## src/design/brs_pkg.sv

```systemverilog
`default_nettype none
package brs_pkg;

    // block geometry; block size is a power of two
    localparam int BLOCK_BYTES = 1024;
    localparam int BLOCK_SHIFT = 10;

    localparam int FL_W    = 42;                        // file length / byte offset
    localparam int BLK_W   = 32;                        // block id
    localparam int RB_W    = 16;                        // range length, index in range
    localparam int PASS_W  = 8;
    localparam int LEN_W   = 11;
    localparam int TOTAL_W = FL_W - BLOCK_SHIFT + 1;    // block count of the file

    localparam int CFG_IDX_W  = 3;
    localparam int CFG_DATA_W = 42;

    localparam int S_TDATA_W = 8;
    localparam int M_TDATA_W = 96;
    localparam int M_TUSER_W = 2;

    // register indexes
    localparam logic [CFG_IDX_W-1:0] CFG_RANGE_BLOCKS = 3'd0;
    localparam logic [CFG_IDX_W-1:0] CFG_EXTRA_PASSES = 3'd1;
    localparam logic [CFG_IDX_W-1:0] CFG_BLOCK_LIMIT  = 3'd2;
    localparam logic [CFG_IDX_W-1:0] CFG_FIRST_BLOCK  = 3'd3;
    localparam logic [CFG_IDX_W-1:0] CFG_FILE_LENGTH  = 3'd4;

    localparam logic [RB_W-1:0] RANGE_BLOCKS_RST = 16'd128;

    typedef enum logic [1:0] {
        PH_SENDING,
        PH_END,
        PH_DONE
    } t_phase;

    typedef struct packed {
        logic [RB_W-1:0]    range_blocks;
        logic [PASS_W-1:0]  extra_passes;
        logic [BLK_W-1:0]   block_limit;
        logic [BLK_W-1:0]   first_block;
        logic [FL_W-1:0]    file_length;
        logic [TOTAL_W-1:0] total_blocks;   // ceil(file_length / BLOCK_BYTES)
    } t_cfg;

endpackage
`default_nettype wire

```

## src/design/block_retransmit_scheduler_core.sv

```systemverilog
`default_nettype none
// Packet descriptor generator for a file sender that repeats each range of
// blocks extra_passes+1 times, then sends a header-only end marker.
// Request channel (s side): one beat per descriptor wanted; tdata[0] = restart
// (1 starts the schedule over at first_block). Each request gives exactly one
// descriptor beat on the m side: tdata holds block_number, byte_offset,
// payload_len and pass_number; tuser flags the end marker or "finished".
// Config channel: index/data writes, always ready; write only while idle.
// A new file_length and its block count both take effect at the write edge.
// A request's descriptor is written into the output register at the edge that
// accepts the request.
// Throughput: one descriptor per cycle unless stalled; the schedule counters and
// output register update in the same cycle: back-to-back requests run at full rate.
// Stall: the output register holds its beat while i_m_tready is low; a new
// request is taken only when that register is empty or being drained.
// Reset (synchronous, active low): config registers go to their defaults
// (range 128 blocks, no repeats, no limit, start block 0, empty file),
// schedule counters clear, the output register empties.
module block_retransmit_scheduler_core (
    input  wire logic                           i_clk,
    input  wire logic                           i_rst_n,
    // request: [0] restart
    input  wire logic                           i_s_tvalid,
    output logic                                o_s_tready,
    input  wire logic [brs_pkg::S_TDATA_W-1:0]  i_s_tdata,
    // descriptor: [31:0] block_number, [73:32] byte_offset,
    // [84:74] payload_len, [92:85] pass_number, [95:93] zero
    output logic                                o_m_tvalid,
    input  wire logic                           i_m_tready,
    output logic [brs_pkg::M_TDATA_W-1:0]       o_m_tdata,
    // [0] end_marker, [1] finished
    output logic [brs_pkg::M_TUSER_W-1:0]       o_m_tuser,
    // config write
    input  wire logic                           i_cfg_valid,
    output logic                                o_cfg_ready,
    input  wire logic [brs_pkg::CFG_IDX_W-1:0]  i_cfg_index,
    input  wire logic [brs_pkg::CFG_DATA_W-1:0] i_cfg_data
);
    import brs_pkg::*;

    t_cfg cfg;

    brs_cfg u_cfg (
        .i_clk       (i_clk),
        .i_rst_n     (i_rst_n),
        .i_cfg_valid (i_cfg_valid),
        .o_cfg_ready (o_cfg_ready),
        .i_cfg_index (i_cfg_index),
        .i_cfg_data  (i_cfg_data),
        .o_cfg       (cfg)
    );

    // schedule state
    logic [BLK_W-1:0]  r_range_start, n_range_start;
    logic [RB_W-1:0]   r_range_count, n_range_count;
    logic [RB_W-1:0]   r_index, n_index;
    logic [PASS_W-1:0] r_pass, n_pass;
    logic [BLK_W-1:0]  r_blocks_before, n_blocks_before;
    t_phase            r_phase, n_phase;

    // output register
    logic                 r_m_tvalid;
    logic [M_TDATA_W-1:0] r_m_tdata;
    logic [M_TUSER_W-1:0] r_m_tuser;

    logic accept;
    logic restart;

    // state as seen by this beat (restart folded in)
    logic [BLK_W-1:0]  e_range_start;
    logic [RB_W-1:0]   e_range_count;
    logic [RB_W-1:0]   e_index;
    logic [PASS_W-1:0] e_pass;
    logic [BLK_W-1:0]  e_blocks_before;
    t_phase            e_phase;

    // range load
    logic [TOTAL_W-1:0] avail;
    logic [RB_W-1:0]    cnt_file;
    logic [BLK_W-1:0]   left;
    logic [RB_W-1:0]    loaded;
    logic               do_load;
    logic [RB_W-1:0]    cur_count;

    // descriptor math
    logic [BLK_W:0]          blk;
    logic [FL_W+BLOCK_SHIFT:0] off_full;
    logic [FL_W-1:0]         off;
    logic [FL_W-1:0]         rem;
    logic [LEN_W-1:0]        len;
    logic [RB_W-1:0]         idx_inc;
    logic [BLK_W:0]          next_start;

    // descriptor fields
    logic [BLK_W-1:0]  d_block;
    logic [FL_W-1:0]   d_offset;
    logic [LEN_W-1:0]  d_len;
    logic [PASS_W-1:0] d_pass;
    logic              d_end;
    logic              d_fin;

    assign o_s_tready = !r_m_tvalid || i_m_tready;
    assign accept     = i_s_tvalid && o_s_tready;
    assign restart    = i_s_tdata[0];

    assign e_range_start   = restart ? cfg.first_block : r_range_start;
    assign e_range_count   = restart ? '0 : r_range_count;
    assign e_index         = restart ? '0 : r_index;
    assign e_pass          = restart ? '0 : r_pass;
    assign e_blocks_before = restart ? '0 : r_blocks_before;
    assign e_phase         = restart ? PH_SENDING : r_phase;

    // range length = min(range_blocks, blocks left in file, blocks left under limit)
    assign avail = (cfg.total_blocks > {1'b0, e_range_start})
                 ? cfg.total_blocks - {1'b0, e_range_start} : '0;
    assign cnt_file = (avail < {{(TOTAL_W-RB_W){1'b0}}, cfg.range_blocks})
                    ? avail[RB_W-1:0] : cfg.range_blocks;
    assign left = (cfg.block_limit > e_blocks_before)
                ? cfg.block_limit - e_blocks_before : '0;
    assign loaded = ((cfg.block_limit != '0) && (left < {{(BLK_W-RB_W){1'b0}}, cnt_file}))
                  ? left[RB_W-1:0] : cnt_file;

    assign do_load   = (e_index == '0) && (e_pass == '0);
    assign cur_count = do_load ? loaded : e_range_count;

    assign blk      = {1'b0, e_range_start} + {{(BLK_W+1-RB_W){1'b0}}, e_index};
    assign off_full = {{(FL_W-BLK_W){1'b0}}, blk, {BLOCK_SHIFT{1'b0}}};
    assign off      = off_full[FL_W-1:0];
    assign rem      = (cfg.file_length > off) ? cfg.file_length - off : '0;
    assign len      = (rem < FL_W'(BLOCK_BYTES)) ? rem[LEN_W-1:0] : LEN_W'(BLOCK_BYTES);

    assign idx_inc    = e_index + 1'b1;
    assign next_start = {1'b0, e_range_start} + {{(BLK_W+1-RB_W){1'b0}}, cur_count};

    always_comb begin
        n_range_start   = e_range_start;
        n_range_count   = e_range_count;
        n_index         = e_index;
        n_pass          = e_pass;
        n_blocks_before = e_blocks_before;
        n_phase         = e_phase;
        d_block         = '0;
        d_offset        = '0;
        d_len           = '0;
        d_pass          = '0;
        d_end           = 1'b0;
        d_fin           = 1'b0;

        unique case (e_phase)
            PH_DONE: begin
                d_fin = 1'b1;
            end
            PH_END: begin
                // id space ran out: marker id wrapped to 0
                n_phase = PH_DONE;
                d_end   = 1'b1;
            end
            PH_SENDING: begin
                if (do_load && (loaded == '0)) begin
                    // nothing left: marker carries the next block id
                    n_range_count = '0;
                    n_phase       = PH_DONE;
                    d_block       = e_range_start;
                    d_end         = 1'b1;
                end else begin
                    n_range_count = cur_count;
                    d_block       = blk[BLK_W-1:0];
                    d_offset      = off;
                    d_len         = len;
                    d_pass        = e_pass;
                    if (idx_inc >= cur_count) begin
                        n_index = '0;
                        if (e_pass >= cfg.extra_passes) begin
                            // range done, move on
                            n_pass          = '0;
                            n_blocks_before = e_blocks_before
                                            + {{(BLK_W-RB_W){1'b0}}, cur_count};
                            n_range_count   = '0;
                            if (next_start[BLK_W]) begin
                                n_range_start = '0;
                                n_phase       = PH_END;
                            end else begin
                                n_range_start = next_start[BLK_W-1:0];
                            end
                        end else begin
                            n_pass = e_pass + 1'b1;
                        end
                    end else begin
                        n_index = idx_inc;
                    end
                end
            end
            default: begin
                d_fin = 1'b1;
            end
        endcase
    end

    always_ff @(posedge i_clk) begin
        if (!i_rst_n) begin
            r_range_start   <= '0;
            r_range_count   <= '0;
            r_index         <= '0;
            r_pass          <= '0;
            r_blocks_before <= '0;
            r_phase         <= PH_SENDING;
        end else if (accept) begin
            r_range_start   <= n_range_start;
            r_range_count   <= n_range_count;
            r_index         <= n_index;
            r_pass          <= n_pass;
            r_blocks_before <= n_blocks_before;
            r_phase         <= n_phase;
        end
    end

    always_ff @(posedge i_clk) begin
        if (!i_rst_n) begin
            r_m_tvalid <= 1'b0;
        end else if (accept) begin
            r_m_tvalid <= 1'b1;
        end else if (i_m_tready) begin
            r_m_tvalid <= 1'b0;
        end
    end

    // payload: no reset
    always_ff @(posedge i_clk) begin
        if (accept) begin
            r_m_tdata <= {{(M_TDATA_W-BLK_W-FL_W-LEN_W-PASS_W){1'b0}},
                          d_pass, d_len, d_offset, d_block};
            r_m_tuser <= {d_fin, d_end};
        end
    end

    assign o_m_tvalid = r_m_tvalid;
    assign o_m_tdata  = r_m_tdata;
    assign o_m_tuser  = r_m_tuser;

endmodule
`default_nettype wire

```

## src/design/brs_cfg.sv

```systemverilog
`default_nettype none
module brs_cfg (
    input  wire logic                           i_clk,
    input  wire logic                           i_rst_n,
    input  wire logic                           i_cfg_valid,
    output logic                                o_cfg_ready,
    input  wire logic [brs_pkg::CFG_IDX_W-1:0]  i_cfg_index,
    input  wire logic [brs_pkg::CFG_DATA_W-1:0] i_cfg_data,
    output brs_pkg::t_cfg                       o_cfg
);
    import brs_pkg::*;

    t_cfg               r_cfg;
    logic               cfg_we;
    logic [TOTAL_W-1:0] total_blocks;

    assign o_cfg_ready = 1'b1;
    assign cfg_we      = i_cfg_valid;

    // block count rounded up, kept with the length so the step logic stays short
    assign total_blocks = {1'b0, i_cfg_data[FL_W-1:BLOCK_SHIFT]}
                        + {{(TOTAL_W-1){1'b0}}, |i_cfg_data[BLOCK_SHIFT-1:0]};

    always_ff @(posedge i_clk) begin
        if (!i_rst_n) begin
            r_cfg.range_blocks <= RANGE_BLOCKS_RST;
            r_cfg.extra_passes <= '0;
            r_cfg.block_limit  <= '0;
            r_cfg.first_block  <= '0;
            r_cfg.file_length  <= '0;
            r_cfg.total_blocks <= '0;
        end else if (cfg_we) begin
            unique case (i_cfg_index)
                CFG_RANGE_BLOCKS: r_cfg.range_blocks <= i_cfg_data[RB_W-1:0];
                CFG_EXTRA_PASSES: r_cfg.extra_passes <= i_cfg_data[PASS_W-1:0];
                CFG_BLOCK_LIMIT:  r_cfg.block_limit  <= i_cfg_data[BLK_W-1:0];
                CFG_FIRST_BLOCK:  r_cfg.first_block  <= i_cfg_data[BLK_W-1:0];
                CFG_FILE_LENGTH: begin
                    r_cfg.file_length  <= i_cfg_data[FL_W-1:0];
                    r_cfg.total_blocks <= total_blocks;
                end
                default: ;
            endcase
        end
    end

    assign o_cfg = r_cfg;

endmodule
`default_nettype wire
```

## config.mk

```make
export PLATFORM = sky130hd
export DESIGN_NAME = block_retransmit_scheduler_core
export DESIGN_NICKNAME = d
export VERILOG_FILES = /design/src/design/brs_pkg.sv /design/src/design/block_retransmit_scheduler_core.sv /design/src/design/brs_cfg.sv
export SDC_FILE = /design/constraint.sdc
export NUM_CORES = 1
export LEC_CHECK = 0
export ABC_AREA = 1
export BUFFER_PORTS_ARGS = -buffer_cell sky130_fd_sc_hd__clkbuf_2
export CAP_MARGIN = 10
export CORE_ASPECT_RATIO = 1.4
export CORE_MARGIN = 3
export CORE_UTILIZATION = 64
export CTS_BUF_LIST = sky130_fd_sc_hd__clkbuf_4 sky130_fd_sc_hd__clkbuf_8
export DETAILED_ROUTE_END_ITERATION = 7
export PLACE_DENSITY = 0.89
export SYNTH_ARGS = -nofsm -noshare
export SYNTH_HDL_FRONTEND = slang
export SYNTH_SLANG_ARGS = --single-unit
```

## constraint.sdc

```tcl
create_clock -name i_clk -period 12.9 [get_ports i_clk]
set_input_delay 1.29 -clock i_clk [delete_from_list [all_inputs] [get_ports i_clk]]
set_output_delay 1.29 -clock i_clk [all_outputs]
set_load 0.005 [all_outputs]
```

==> impl_results.md, run 1 <==
- Total track usage: 38.94%
- # setup viols final: 0
- CP startpoint kind: input pin
- H-tree lvl count: 2
- Vias per inst: 6.038
- Final RePlAce weighted congestion: 1.018
- Mean area per synthesized cell: 6.714 um2
- Top cell by count, worst path: nand2_1
- Setup crit end kind: register
- DR iter-0 viols: 2256
- TNS Setup: 0 ps
- Mapped Cells: 3904
- DR pass1 iterations: 6
- Die width: 177.0 um
- Height of the die: 245.5 um
- Row Count: 87
- Slew headroom: 25.88%
- Worst min path class: reg2reg
- Area Overhead vs Synth: 9.375%
- Seq/Total Area, Yosys: 30.36%
- Post-CTS resize count: 0
- Run status: finished clean
- Clock Skews: 35.38 ps
- Worst Path Arrival: 12110 ps
- Setup bufs post-CTS: 0
- Setup CP Type: in2reg
- Clock sink count: 355
- Clock Root Buffer: clkbuf_8
- Nets: 4265
- Clk buf depth: 3
- Cell-internal power: 0.002305 W
- Largest net degree at the start of global routing: 123
- Total CTS buffers: 55
- Slew Viols, Final: 0
- Setup WS post-layout: 1350 ps
- Global-route wire length before repair: 133.4 mm
- Full die area: 43460 um2
- Post-CTS Hold Fix Bufs: 0
- Most frequent cells in the layout: 814 x nand2_1, 483 x inv_1, 438 x nor2_1, 390 x a21oi_1, 307 x o21ai_0
- Net load switching power: 0.001427 W
- Share of cells above drive strength 1: 8.434%
- Io pins: 159
- CP max stage cell: buf_4
- Final ANT Viol Nets: 0
- RSZ-0062 raised after global routing: no
- Dpl ws: 1077 ps
- Vias in the first global route: 25600
- Part of the cycle the worst path needs: 89.54%
- Clk slew on worst S/H paths: 70 ps
- Clock latency on the worst-skew pair: 660 ps
- Netlist cell types: 64
- HPWL Detailed: 65.91 mm
- Clock share of power: 31.0%
- Critical Path RT: 13450 ps
- Fmax: 0.08658 GHz
- Design Area, Final: 28670 um2
- Cell Pwr Density: 130.2 nW/um2
- Worst-Margin Slew: 1112 ps
- DP Area: 27330 um2
- R2R setup slack: 2250 ps
- Flops & latches, synth: 355
- Post-synth EDFFs: 85
- Fin. Hold Viols: 0
- Switching share of power: 38.24%
- Via count: 27650
- Commonest non-fill, non-tap cell in the layout: nand2_1
- Post-synth ARST share: 0%
- Antenna violations before repair: 4
- CP Max Fanout: 71
- Slowest Stage Delay on Critical Path: 550 ps
- Static Leakage: 13.87 nW
- WL/cell: 19.20 um
- WHS: 452.8 ps
- WL final: 87.94 mm
- CTS tree: built
- YS warnings: 0
- Maximum vdd drop: 0.1085 mV
- PortBufs: 137
- Core area: 40390 um2
- Sequential share of power: 33.3%
- Part of the power in combinational logic: 35.7%
- Number of max-cap violations: 0
- DRC: 0
- Minimum clock period: 11550 ps
- Initial core utilization: 64.91%
- Ys flop type: dfxtp_1
- Grt total ovfl: 0
- Post-Syn Area: 26210 um2
-- flip-flops by register name (all words and copies together) (netlist names), 8 cells and up --
register,flops
u_cfg.o_cfg,163
o_m_tdata,83
r_blocks_before,32
r_range_start,32
r_index,16
r_range_count,16
r_pass,8
-- routing by layer --
| layer | vias up | part of all wire [%] | routed length (um) | track usage (%) |
|---|---|---|---|---|
| met4 | 2 | 12 | 10120 | 37.13 |
| li1 | 13200 | - | - | - |
| met5 | - | 0.014 | 12 | 0 |
| met1 | 12560 | 35 | 30530 | 40.94 |
| met2 | 1395 | 46 | 40610 | 64.64 |
| met3 | 501 | 7.6 | 6668 | 7.121 |
-- cells by family (layout without fill, tap and decap cells) --
logic type / count (synthesis) / after routing / share of synthesized area [%]
XOR/XNOR: 138 / 138 / 4.611
other: 2 / 17 / 0.02865
AO/OA/AOI/OAI: 903 / 903 / 18.74
AND/OR/NAND/NOR: 1637 / 1637 / 26.25
buffers and inverters: 660 / 787 / 9.866
flip-flops: 355 / 355 / 30.36
adder cells (fa/ha/maj): 209 / 209 / 10.15
-- synthesized netlist by cell type (16+ instances only) --
master / n / area share [%]
nand2_1: 815 / 12
inv_1: 484 / 6.9
nor2_1: 439 / 6.3
a21oi_1: 390 / 7.4
o21ai_0: 307 / 5.9
dfxtp_1: 270 / 21
ha_1: 203 / 9.7
nand3_1: 187 / 3.6
clkbuf_1: 111 / 1.6
edfxtp_1: 85 / 9.7
xor2_1: 80 / 2.7
xnor2_1: 58 / 1.9
nor3_1: 57 / 1.1
nand4_1: 52 / 1.2
o21ai_1: 44 / 0.84
o22ai_1: 34 / 0.81
nor4_1: 31 / 0.74
a31oi_1: 23 / 0.55
a221oi_1: 19 / 0.63
buf_4: 19 / 0.54
o211ai_1: 18 / 0.52
buf_2: 16 / 0.31
-- cell type report --
type | count | area, um2
multi-input cells | 2901 | 15760
flip-flops and latches | 355 | 7958
repair buffers | 183 | 1049
diodes | 3 | 7.507
clock buffers | 86 | 1102
fillers | 3511 | 11720
inverters | 502 | 1893
clock inverters | 16 | 234.0
well taps | 534 | 668.1
-- path summary, 6_finish.rpt --
check / cells after the start / from / to
max reg2reg: 59 / r_range_start[12]$_SDFFE_PN0P_ / r_range_start[28]$_SDFFE_PN0P_
min reg2reg: 2 / u_cfg.o_cfg[98]$_SDFFE_PN0P_ / u_cfg.o_cfg[98]$_SDFFE_PN0P_
min: 2 / u_cfg.o_cfg[98]$_SDFFE_PN0P_ / u_cfg.o_cfg[98]$_SDFFE_PN0P_
max: 60 / i_s_tdata[0] / r_range_start[28]$_SDFFE_PN0P_
-- power by group through the flow --
| stage | registers, W | logic, W | clock network [W] |
|---|---|---|---|
| after floorplan | 0.00126 | 0.000922 | 0 |
| after global placement | 0.00127 | 0.00126 | 0 |
| after detailed placement | 0.00127 | 0.00128 | 0 |
| after CTS | 0.00124 | 0.00130 | 0.00115 |
| after global routing | 0.00125 | 0.00146 | 0.00121 |
| final | 0.00124 | 0.00133 | 0.00116 |
-- stage by stage --
step / instances / power, W / util, %
final: 4580 / 0.003733 / 70.99
after global placement: 4475 / 0.002527 / 67.66
after global routing: 4578 / 0.003917 / 70.98
after floorplan: 3916 / 0.002185 / -
after CTS: 4577 / 0.003694 / 70.97
after detailed placement: 4475 / 0.002551 / 67.66
-- critical path: cells and delay by family --
family,cells,cell delay (ps)
buffers and inverters,11,2000
AO/OA/AOI/OAI,19,3810
adder cells (fa/ha/maj),4,1420
AND/OR/NAND/NOR,26,3480
Power figures use the tool's default switching activity.
==> run 2, diff against run 1 <==
==> constraint.sdc (replaced) <==
create_clock -name i_clk -period 12.9 [get_ports i_clk]
set_input_delay 3.87 -clock i_clk [delete_from_list [all_inputs] [get_ports i_clk]]
set_output_delay 3.87 -clock i_clk [all_outputs]
set_load 0.005 [all_outputs]
==> run 2 against run 1 <==
The run now ends with design-rule violations left. Clock power shrank 6%. Sequential share of layout area shrank 1.1 points. Sequential power is essentially flat. Largest cell class unchanged. Wire length grew 3.4%. Critical endpoint is now r_range_start[31]$_SDFFE_PN0P_. Die area is the same. Critical path type unchanged. Flip-flop and latch count is the same.
==> impl_results.md, run 2 (synthesized netlist as in run 1, its figures left out) <==
- Run status: finished with violations (was finished clean)
- Failing checks: design-rule violations
- Top cell by count, worst path: nand2_1 (unchanged)
- Full die area: 43460 um2 (unchanged)
- PortBufs: 137 (unchanged)
- DR iter-0 viols: 3029 (was 2256)
- Clock Skews: 31.48 ps (was 35.38 ps)
- Clk buf depth: 3 (unchanged)
- Via count: 28340 (was 27650)
- WL/cell: 19.18 um (was 19.20 um)
- Maximum vdd drop: 0.09318 mV (was 0.1085 mV)
- Static Leakage: 14.62 nW (was 13.87 nW)
- Critical Path RT: 13450 ps (about the same)
- WL final: 90.90 mm (was 87.94 mm)
- Nets: 4424 (was 4265)
- Post-CTS Hold Fix Bufs: 0 (unchanged)
- # setup viols final: 0 (unchanged)
- Die width: 177.0 um (unchanged)
- CTS tree: built (unchanged)
- Slew headroom: 36.99% (was 25.88%)
- CP startpoint kind: input pin (unchanged)
- Height of the die: 245.5 um (unchanged)
- Slowest Stage Delay on Critical Path: 430 ps (was 550 ps)
- Most frequent cells in the layout: 814 x nand2_1, 483 x inv_1, 436 x nor2_1, 389 x a21oi_1, 298 x o21ai_0 (was 814 x nand2_1, 483 x inv_1, 438 x nor2_1, 390 x a21oi_1, 307 x o21ai_0)
- Design Area, Final: 29890 um2 (was 28670 um2)
- HPWL Detailed: 67.99 mm (was 65.91 mm)
- Part of the cycle the worst path needs: 95.15% (was 89.54%)
- Fmax: 0.08147 GHz (was 0.08658 GHz)
- Minimum clock period: 12270 ps (was 11550 ps)
- Share of cells above drive strength 1: 12.30% (was 8.434%)
- Vias per inst: 5.979 (was 6.038)
- Final RePlAce weighted congestion: 1.019 (was 1.018)
- Clock Root Buffer: clkbuf_8 (unchanged)
- CP max stage cell: fa_1 (was buf_4)
- Max reg flops: 163 (unchanged)
- Total CTS buffers: 56 (was 55)
- Global-route wire length before repair: 137.2 mm (was 133.4 mm)
- Fin. Hold Viols: 0 (unchanged)
- R2R setup slack: 3710 ps (was 2250 ps)
- Worst-Margin Slew: 945.2 ps (was 1112 ps)
- Initial core utilization: 64.91% (unchanged)
- Area Overhead vs Synth: 14.04% (was 9.375%)
- Io pins: 159 (unchanged)
- DR pass1 iterations: 8 (was 6)
- CP Max Fanout: 21 (was 71)
- Row Count: 87 (unchanged)
- DRC: 1 (was 0)
- Vias in the first global route: 26240 (was 25600)
- Clock sink count: 355 (unchanged)
- Setup crit end kind: register (unchanged)
- Worst min path class: reg2reg (unchanged)
- Setup CP Type: in2reg (unchanged)
- Slew Viols, Final: 0 (unchanged)
- Cell Pwr Density: 128.3 nW/um2 (was 130.2 nW/um2)
- Grt total ovfl: 0 (unchanged)
- Clk slew on worst S/H paths: 70 ps (about the same)
- Final core occ: 74.02% (was 70.99%)
- H-tree lvl count: 2 (unchanged)
- Final ANT Viol Nets: 0 (unchanged)
- Core area: 40390 um2 (unchanged)
- Antenna violations before repair: 3 (was 4)
- Largest net degree at the start of global routing: 91 (was 123)
- Number of max-cap violations: 0 (unchanged)
- Worst Path Arrival: 12820 ps (was 12110 ps)
- Clock latency on the worst-skew pair: 660 ps (about the same)
- DP Area: 28480 um2 (was 27330 um2)
- Commonest non-fill, non-tap cell in the layout: nand2_1 (unchanged)
- Total track usage: 40.08% (was 38.94%)
-- run 2: changes by cell type in the layout (fill, tap and decap cells not counted), sizes merged --
| cell | delta |
|---|---|
| diode | -1 |
| buf | +157 |
| bufinv | -3 |
| clkinv | +9 |
| clkbuf | -2 |
-- run 2: layer usage --
metal	global-route usage [%]	vias to the layer above	wire, um	share of wire (%)
li1	-	13500	-	-
met1	42.95	12700	31090	34
met2	66.08	1595	41540	46
met3	6.148	541	7346	8.1
met4	39.01	2	10910	12
met5	0	-	11	0.012
-- run 2: power breakdown --
group          internal, W  switching [W]
clock network     0.000592       0.000493
logic             0.000554       0.000950
registers          0.00121      0.0000308
total              0.00236        0.00147
-- run 2: worst paths after layout --
kind / startpoint / to / cells after the start
worst max-delay path: i_s_tdata[0] / r_range_start[31]$_SDFFE_PN0P_ / 62
worst min-delay path: u_cfg.o_cfg[77]$_SDFFE_PN0P_ / u_cfg.o_cfg[77]$_SDFFE_PN0P_ / 2
worst max register to register: r_range_start[20]$_SDFFE_PN0P_ / r_range_start[31]$_SDFFE_PN0P_ / 61
worst min register to register: u_cfg.o_cfg[77]$_SDFFE_PN0P_ / u_cfg.o_cfg[77]$_SDFFE_PN0P_ / 2
-- run 2: timing repair --
action | 4_1_cts | 5_1_grt
setup endpoints to repair | 0 | 41
resized for setup | 0 | 30
endpoints found under the hold margin | 0 | 0
setup buffers | 0 | 5
-- run 2: final cells by class --
| type | count | area [um2] |
|---|---|---|
| multi-input combinational | 2901 | 15840 |
| fill | 3273 | 10490 |
| sequential | 355 | 7958 |
| timing repair buffer | 341 | 2272 |
| inverter | 502 | 1893 |
| clock buffer | 83 | 1067 |
| tap | 534 | 668.1 |
| clock inverter | 22 | 190.2 |
| antenna | 2 | 5.005 |
-- run 2: critical path, delay by kind of cell --
family                     cells  cell delay, ps
and+or+nand+nor               28            2750
adders and majority gates      4            1440
AOI/OAI and AO/OA             19            3330
buffers and inverters         11            1380
-- run 2: through the flow --
stage | setup WS [ps] | instances | hold WS [ps] | setup TNS (ps) | power (W)
CTS | 802.2 | 4732 | 455.5 | 0 | 0.003781
global placement | 224.9 | 4627 | 441.1 | 0 | 0.002679
floorplan | 81.98 | 3916 | 428.1 | 0 | 0.002185
finish | 625.8 | 4740 | 454.0 | 0 | 0.003834
global route | -13.49 | 4739 | 475.2 | -15.36 | 0.004027
detailed placement | 170.7 | 4627 | 445.1 | 0 | 0.002707
